[config.mk]
export PLATFORM = sky130hd
export DESIGN_NAME = psswl_key
export DESIGN_NICKNAME = d
export VERILOG_FILES = /design/src/hdl/psswl_pkg.sv /design/src/hdl/psswl_key.sv
export SDC_FILE = /design/constraint.sdc
export NUM_CORES = 1
export LEC_CHECK = 0
export ABC_AREA = 0
export BUFFER_PORTS_ARGS = -buffer_cell sky130_fd_sc_hd__buf_2
export CAP_MARGIN = 20
export CORE_AREA = 2 2 104 106
export DETAILED_ROUTE_END_ITERATION = 6
export DIE_AREA = 0 0 106 108
export PLACE_DENSITY = 0.71
export SYNTH_ARGS = -nofsm -noshare
export SYNTH_HDL_FRONTEND = slang
export SYNTH_SLANG_ARGS = --single-unit
[constraint.sdc]
create_clock -name vclk -period 1.9
set_input_delay 0.285 -clock vclk [all_inputs]
set_output_delay 0.285 -clock vclk [all_outputs]
set_load 0.05 [all_outputs]
[src/hdl/psswl_pkg.sv]
// package for the per-source sliding window limiter
// holds verdict codes, mode codes, register indexes, fixed sizes and a mask helper; no dependencies
package psswl_pkg;

    // log depth per source and width of a logged time
    localparam int LOG_DEPTH = 16;
    localparam int TIME_BITS = 48;

    localparam logic [1:0] VERDICT_PASS   = 2'd0;
    localparam logic [1:0] VERDICT_BLOCK  = 2'd1;
    localparam logic [1:0] VERDICT_REPORT = 2'd2;
    localparam logic [1:0] VERDICT_FULL   = 2'd3;

    localparam logic [1:0] MODE_OFF    = 2'd0;
    localparam logic [1:0] MODE_BLOCK  = 2'd1;
    localparam logic [1:0] MODE_REPORT = 2'd2;
    localparam logic [1:0] MODE_UNUSED = 2'd3;

    localparam logic [2:0] REG_LIMIT  = 3'd0;
    localparam logic [2:0] REG_WINDOW = 3'd1;
    localparam logic [2:0] REG_MODE   = 3'd2;
    localparam logic [2:0] REG_STATUS = 3'd3;
    localparam logic [2:0] REG_PFX_V4 = 3'd4;
    localparam logic [2:0] REG_PFX_V6 = 3'd5;

    localparam logic [9:0] STATUS_RESET = 10'd429;

    // leading ones mask of n bits over a 64 bit word
    function automatic logic [63:0] lead_mask(input logic [7:0] n);
        logic [63:0] m;
        m = '0;
        if (n >= 8'd64) begin
            m = '1;
        end else if (n != 8'd0) begin
            m = ~(64'hffff_ffff_ffff_ffff >> n[5:0]);
        end
        return m;
    endfunction

endpackage

[src/hdl/psswl_key.sv]
// builds the masked source key from an address and prefix lengths
// depends on psswl_pkg
module psswl_key
    import psswl_pkg::*;
(
    input  logic [63:0] i_addr_upper,
    input  logic [63:0] i_addr_lower,
    input  logic        i_is_v4,
    input  logic [5:0]  i_pfx_v4,
    input  logic [7:0]  i_pfx_v6,
    output logic [63:0] o_key_upper,
    output logic [63:0] o_key_lower
);

    logic [7:0]  p4;
    logic [7:0]  p6;
    logic [63:0] m4;

    // saturate prefix lengths and mask
    always_comb begin
        p4 = (i_pfx_v4 > 6'd32) ? 8'd32 : {2'b00, i_pfx_v4};
        p6 = (i_pfx_v6 > 8'd128) ? 8'd128 : i_pfx_v6;
        m4 = lead_mask(p4) >> 32;
        if (i_is_v4) begin
            o_key_upper = '0;
            o_key_lower = i_addr_lower & m4;
        end else begin
            o_key_upper = i_addr_upper & lead_mask((p6 >= 8'd64) ? 8'd64 : p6);
            o_key_lower = i_addr_lower & lead_mask((p6 >= 8'd64) ? p6 - 8'd64 : 8'd0);
        end
    end

endmodule

== After elaboration in Yosys (flattened, before gate mapping) ==
Index checks and enable logic that the tools add are counted.

* Output and inout bits: 128
* Register bits: 0
* Logic and storage cells: 33

* Reduce and logical (&&, ||, !) cells: 3
* Bitwise gates (word level): 6
* Add/subtract/negate cells: 1
* Shift-type cells: 3
* Magnitude comparators: 6
* Multiplexer cells: 14

{| class="wikitable"
|+ Operators by type and width
! cell !! number
|-
| two-way mux 64 bit || 10
|-
| inverter 64 bit || 3
|-
| right shift 64 x 6 -> 64 bit, first input constant || 3
|-
| AND 64 bit || 2
|-
| AND 64 x 32 -> 64 bit || 1
|-
| greater-or-equal comparator 8 x 7 -> 1 bit, second input constant || 3
|-
| two-way mux 8 bit || 3
|-
| nonzero test 8 bit || 3
|-
| > comparator 8 bit, second input constant || 1
|-
| subtractor 8 x 7 -> 8 bit, second input constant || 1
|-
| greater-or-equal comparator 6 x 7 -> 1 bit, second input constant || 1
|-
| > comparator 6 bit, second input constant || 1
|-
| two-way mux 6 bit || 1
|}

== Depth between registers and ports, before layout ==
Gate-level depths: netlist of run 1.

* Depth after elaboration: 11
* Depth in mapped cells: 6
* Depth with buffers taken out: 3

== Worst setup path before layout of run 1 ==
No wires, ideal clock.

* Path kind: input-to-output
* Start: input i_is_v4
* End: output o_key_lower[8]
* Data required time: 1.615 ns
* Slack: -1.593 ns
* Arrival: 3.208 ns
* Cell stages on the path: 4
* Cells stage by stage: buf_4 > buf_4 > nor2b_1 > a2111oi_0

* Cells in the longest elaborated chain, start to end: 1

{| class="wikitable"
|+ RTL lines
! item !! line !! source
|-
| start, declared || psswl_key.sv:8 || <nowiki>input logic i_is_v4,</nowiki>
|-
| two-way mux 64 bit || psswl_key.sv:24 || <nowiki>if (i_is_v4) begin</nowiki>
|-
| end, declared || psswl_key.sv:12 || <nowiki>output logic [63:0] o_key_lower</nowiki>
|}

No other way between the ends.

== Worst setup path in the final report of run 1 ==
* Start: input i_pfx_v6[7]
* End: output o_key_upper[54]

* Cells in the longest elaborated chain, start to end: 11
* Elaborated cells between the ends (all ways): 13
* Those cells by class: order compare: 3; shift: 1; mux: 6; bitwise: 2; reduce/logical: 1

{| class="wikitable"
|+ RTL lines
! item !! line !! source
|-
| start, declared || psswl_key.sv:10 || <nowiki>input logic [7:0] i_pfx_v6,</nowiki>
|-
| > comparator 8 bit || psswl_key.sv:22 || <nowiki>p6 = (i_pfx_v6 > 8'd128) ? 8'd128 : i_pfx_v6;</nowiki>
|-
| two-way mux 8 bit (*) || psswl_key.sv:22 ||
|-
| greater-or-equal comparator 8 x 7 -> 1 bit || psswl_key.sv:28 || <nowiki>o_key_upper = i_addr_upper & lead_mask((p6 >= 8'd64) ? 8'd64 : p6);</nowiki>
|-
| two-way mux 8 bit (*) || psswl_key.sv:28 ||
|-
| right shift 64 x 6 -> 64 bit || psswl_pkg.sv:35 || <nowiki>m = ~(64'hffff_ffff_ffff_ffff >> n[5:0]);</nowiki>
|-
| inverter 64 bit || psswl_pkg.sv:35 ||
|-
| two-way mux 64 bit || psswl_pkg.sv:34 || <nowiki>end else if (n != 8'd0) begin</nowiki>
|-
| two-way mux 64 bit (*) || psswl_pkg.sv:32 || <nowiki>if (n >= 8'd64) begin</nowiki>
|-
| two-way mux 64 bit (*) || psswl_key.sv:24 ||
|-
| AND 64 bit (*) || psswl_key.sv:28 ||
|-
| two-way mux 64 bit (*) || psswl_key.sv:24 ||
|-
| end, declared || psswl_key.sv:11 || <nowiki>output logic [63:0] o_key_upper,</nowiki>
|}

Mark *: on every way between the ends. The rest lies on a longest branch, timed or not. The select of a mux whose other input is x is not followed.

==> flow_metrics.tcl, run 1 <==
set metrics [dict create \
    status "finished with violations" \
    violations "setup timing" \
    die_area_sq_um 11400 \
    yosys_warnings 0 \
    wl_per_cell_um 19.2 \
    seq_area_sq_um 0 \
    grt_pass1_wl_um 24900 \
    ir_drop_v 0.000183 \
    path_buf_inv 4 \
    slew_violations 0 \
    setup_violations 5 \
    path_depth 6 \
    grt_pass1_vias 4633 \
    fillers 955 \
    hold_path.class "input port to output pin" \
    io_pins 271 \
    drive_above_1_share_pct 65.1 \
    p_per_area_nw_per_um2 321 \
    critPathArrivalTime_ps 1650 \
    fmax_mhz 517 \
    slowest_delay_ps 410 \
    max-cap-violations 0 \
    syn_to_final_growth_pct 124 \
    drc 0 \
    io_buffers 271 \
    worst_setup_path_end_kind "output pin" \
    netlist_area_sq_um 2690 \
    path_delay_family "buffers and inverters" \
    hold_buffers 0 \
    die_h_um 108 \
    overflow 0 \
    vias 4852 \
    dr.pass1.iters 5 \
    place.detailed.hpwl_um 13700 \
    slew_headroom_pct 67.8 \
    hold_violations 0 \
    gp_congestion 0.950 \
    wirelength_um 17200 \
    post-place-ws_ps -336 \
    synth_fp_nets 542 \
    antenna_found_initial 0 \
    initial_core_util_pct 26.3 \
    yosysSeqAreaShare_pct 0 \
    whs_path_depth 4 \
    crit_required_ps 1620 \
    critPathMaxFanout 8 \
    fin_ws_ps -35.0 \
    grt_start_max_net_pins 23 \
    synth.distinct_cells 68 \
    via_per_inst 5.43 \
    p_leak_nw 3.23 \
    multi_input_area_sq_um 2880 \
    synth_area_per_cell_sq_um 6.75 \
    post-route-period-util_pct 102 \
    layout_min_cycle_time_ps 1940 \
    crit_end "o_key_upper[54]" \
    path_class "input port to output pin" \
    final_cells 893 \
    cpMaxStageDelayCell "or3_4" \
    synth_cells 399 \
    dp.cells 887 \
    crit_top_cell "buf_12" \
    antenna_left 0 \
    start_kind "input port" \
    timing_worst_slew_pin_value_ps 479 \
    n_sequential_cell 0 \
    finalNetCount 902 \
    initialDrtViolationCount 309 \
    rsz0062_at_grt "true" \
    grtUsageTotal_pct 27.0 \
    num_rows 37 \
    nClkBuffers 0 \
    diodes 0 \
    cp_cell_sequence "buf_12, buf_12, or3_4, buf_12, o311a_4, buf_12" \
    startpoint "i_pfx_v6[7]" \
    core_area_sq_um 10200 \
    fp.dieW_um 106 \
]
-- per-stage QoR --
step                power, mW  util, %  hold WS (ps)  cell area [sq um]  TNS [ps]
global placement         1.74     51.9           941               5310     -8320
floorplan                1.10        -           721               2930     -2680
detailed placement       1.74     51.9           946               5310     -8980
finish                   1.94     59.0           911               6030     -90.8
global route             2.03     59.0           921               6030      -184
CTS                      1.83     55.2           921               5650      -207
-- cell families (layout without fill, tap and decap cells) --
kind of cell | after synthesis | in the layout | share of synthesized area [%]
buf+inv | 61 | 419 | 12.4
compound gates | 157 | 157 | 45.2
simple gates | 181 | 181 | 42.5
-- metal layers --
metal	GRT usage [%]	up-vias	share of wire [%]
met5	0	-	0
met4	5.83	0	2.8
met3	1.87	34	5.6
met2	51.8	251	51
li1	-	2275	-
met1	32.8	2292	40
-- synthesized netlist by cell type, types with 2 or more instances --
library cell  instances  area, sq um
clkbuf_1             10         37.5
or2_2                 3         18.8
a221oi_1              2         17.5
and4b_1               3         30.0
and2_1                8         50.1
nor2_1               23         86.3
a31oi_1               8         50.1
a2111oi_0             2         17.5
nand4b_1              2         17.5
nor3b_1              13         97.6
nor4_2                2         25.0
inv_1                17         63.8
and4_1                3         26.3
o211a_1              30          300
o31ai_1               7         52.6
buf_6                 7         78.8
a211o_1               3         26.3
a21boi_0              2         15.0
o311a_1              11          110
nand3_1               6         30.0
nand3b_1              3         22.5
or2_1                 2         12.5
a41oi_1               2         17.5
o2111a_1              4         45.0
a211oi_1              6         45.0
nor2b_1               5         31.3
nor3_2                4         40.0
o21ai_1               8         40.0
nand2_1              25         93.8
o221a_1               2         22.5
a41o_1                2         20.0
and3b_1               2         17.5
buf_2                20          100
nand2b_1              5         31.3
nor3_1                6         30.0
a21oi_1              18         90.1
a21oi_2               2         17.5
and3_1               45          282
or3_1                 7         43.8
o21ai_0              32          160
a211oi_2              3         37.5
nand3b_4              2         40.0
buf_4                 7         52.6
-- worst min-delay path by stage --
| stage | from | end | slack [ps] |
|---|---|---|---|
| finish | i_addr_upper[13] | o_key_upper[13] | 910 |
| global placement | i_addr_upper[28] | o_key_upper[28] | 940 |
| detailed placement | i_addr_upper[28] | o_key_upper[28] | 950 |
| CTS | i_addr_upper[26] | o_key_upper[26] | 920 |
| global route | i_addr_lower[62] | o_key_lower[62] | 920 |
| floorplan | i_addr_lower[20] | o_key_lower[20] | 720 |
-- placed cells by master, fill, tap and decap left out, drive strengths merged, types with 8 or more instances in the layout --
master  count
buf       390
and3       45
o21ai      40
o211a      30
nand2      26
nor2       24
a21oi      20
inv        16
nor3b      14
clkbuf     12
o311a      11
nor3       10
a31oi       9
a211oi      9
and2        8
-- what timing repair did --
item	CTS	global route
setup buffers	0	2
endpoints found under the setup margin	115	105
gates resized for setup	95	94
gates cloned	0	4
pin swaps	2	12
-- where the power goes --
group | leakage (nW) | internal (mW) | total, mW | switching, mW
registers | 0 | 0 | 0 | 0
logic | 3.23 | 0.740 | 1.94 | 1.20
clock network | 0 | 0 | 0 | 0
-- layout make-up --
type	count	share of cell area, %
repair buffers	402	48.3
well taps	136	2.82
multi-input cells	338	47.8
inverters	17	1.12
Note: power is estimated with default switching activity, not from simulation.
==> inputs of run 2 (changes only) <==
--- a/config.mk
+++ b/config.mk
@@ -12,6 +12,7 @@
 export DETAILED_ROUTE_END_ITERATION = 6
 export DIE_AREA = 0 0 106 108
 export PLACE_DENSITY = 0.71
+export RECOVER_POWER = 100
 export SYNTH_ARGS = -nofsm -noshare
 export SYNTH_HDL_FRONTEND = slang
 export SYNTH_SLANG_ARGS = --single-unit
==> flow_metrics.tcl, run 2 (same netlist as run 1, synthesis figures left out) <==
set metrics [dict create \
    sequentialPowerShare_pct 0 \
    p_leak_nw 3.23 \
    path_class "input port to output pin" \
    wl_per_cell_um 19.3 \
    grt_pass1_vias 4633 \
    critPathArrivalTime_ps 1650 \
    fin_ws_ps -35.1 \
    status "finished with violations" \
    hold_path.class "input port to output pin" \
    whs_path_depth 4 \
    n_sequential_cell 0 \
    fp.dieW_um 106 \
    place.detailed.hpwl_um 13700 \
    final_cell_area_sq_um 6030 \
    antenna_left 0 \
    gp_congestion 0.950 \
    timing_worst_slew_pin_value_ps 566 \
    grtUsageTotal_pct 27.0 \
    rsz0062_at_grt "true" \
    multi_input_area_sq_um 2880 \
    drc 0 \
    crit_required_ps 1620 \
    num_rows 37 \
    clkPwrFrac_pct 0 \
    fmax_mhz 517 \
    slowest_delay_ps 410 \
    initialDrtViolationCount 306 \
    worst_setup_path_end_kind "output pin" \
    critPathMaxFanout 8 \
    switching_power_mw 1.20 \
    vias 4858 \
    grt_start_max_net_pins 23 \
    via_per_inst 5.44 \
    die_area_sq_um 11400 \
    nClkBuffers 0 \
    drive_above_1_share_pct 65.0 \
    dr.pass1.iters 5 \
    seq_area_sq_um 0 \
    slew_headroom_pct 62.3 \
    setup-tns-final_ps -90.7 \
    diodes 0 \
    final_cell_mix "193 x buf_2, 148 x buf_4, 45 x and3_1" \
    wirelength_um 17200 \
    finalNetCount 902 \
    power.total_mw 1.94 \
    switching_share_pct 61.8 \
    setup_violations 5 \
    p_comb_share_pct 100.0 \
    start_kind "input port" \
    grt_pass1_wl_um 24900 \
    internal-power_uw 740 \
    crit_top_cell "buf_12" \
    placed_cell_area_sq_um 5310 \
    slew_violations 0 \
    post-route-period-util_pct 102 \
    fin_hold_ws_ps 911 \
    hold_violations 0 \
    io_pins 271 \
    syn_to_final_growth_pct 124 \
    p_per_area_nw_per_um2 321 \
    cp_cell_sequence "buf_12, buf_12, or3_4, buf_12, o311a_4, buf_12" \
    fin_util_pct 59.0 \
    die_h_um 108 \
    violations "setup timing" \
    layout_min_cycle_time_ps 1940 \
    ir_drop_v 0.000183 \
    overflow 0 \
    fillers 955 \
    antenna_found_initial 0 \
    core_area_sq_um 10200 \
    layout_commonest_cell "buf_2" \
    max-cap-violations 0 \
    io_buffers 271 \
    initial_core_util_pct 26.3 \
    cpMaxStageDelayCell "or3_4" \
]
## run 2: critical path, delay by kind of cell
kind,cells,cell delay [ps]
compound gates,1,380
buf+inv,4,570
simple gates,1,410
## run 2: timing repair
action,in CTS,in global routing
setup buffers,0,2
hold endpoints to repair,0,0
endpoints found under the setup margin,115,105
hold buffers,0,0
cloned,0,4
pin swaps,2,12
resized for setup,95,94
## run 2: area by class of cell
cell class                      instances  share of cell area, %
Inverter                               17                   1.12
Multi-Input combinational cell        338                   47.8
Tap cell                              136                   2.82
Timing Repair Buffer                  402                   48.3
## run 2: path summary, 6_finish.rpt
check / slack, ps / startpoint / endpoint
setup / recovery: -40 / i_pfx_v6[7] / o_key_upper[54]
hold / removal: 910 / i_addr_upper[13] / o_key_upper[13]
## run 2: power by group through the flow
stage / combinational (mW) / clock, mW / sequential (mW)
finish: 1.94 / 0 / 0
floorplan: 1.10 / 0 / 0
CTS: 1.83 / 0 / 0
detailed placement: 1.74 / 0 / 0
global route: 2.02 / 0 / 0
global placement: 1.74 / 0 / 0
## run 2: metal layers
| metal | track usage [%] | up-vias | part of all wire, % |
|---|---|---|---|
| met5 | 0 | - | 0 |
| met4 | 5.83 | 0 | 2.8 |
| met3 | 1.87 | 36 | 5.5 |
| met2 | 51.8 | 246 | 51 |
| met1 | 32.8 | 2299 | 40 |
| li1 | - | 2277 | - |
## run 2: stage by stage
| stage | cells | setup slack, ps |
|---|---|---|
| after floorplan | 399 | -440 |
| after global placement | 887 | -282 |
| after detailed placement | 887 | -336 |
| after CTS | 887 | -39.4 |
| after global routing | 893 | -48.5 |
| final | 893 | -35.1 |
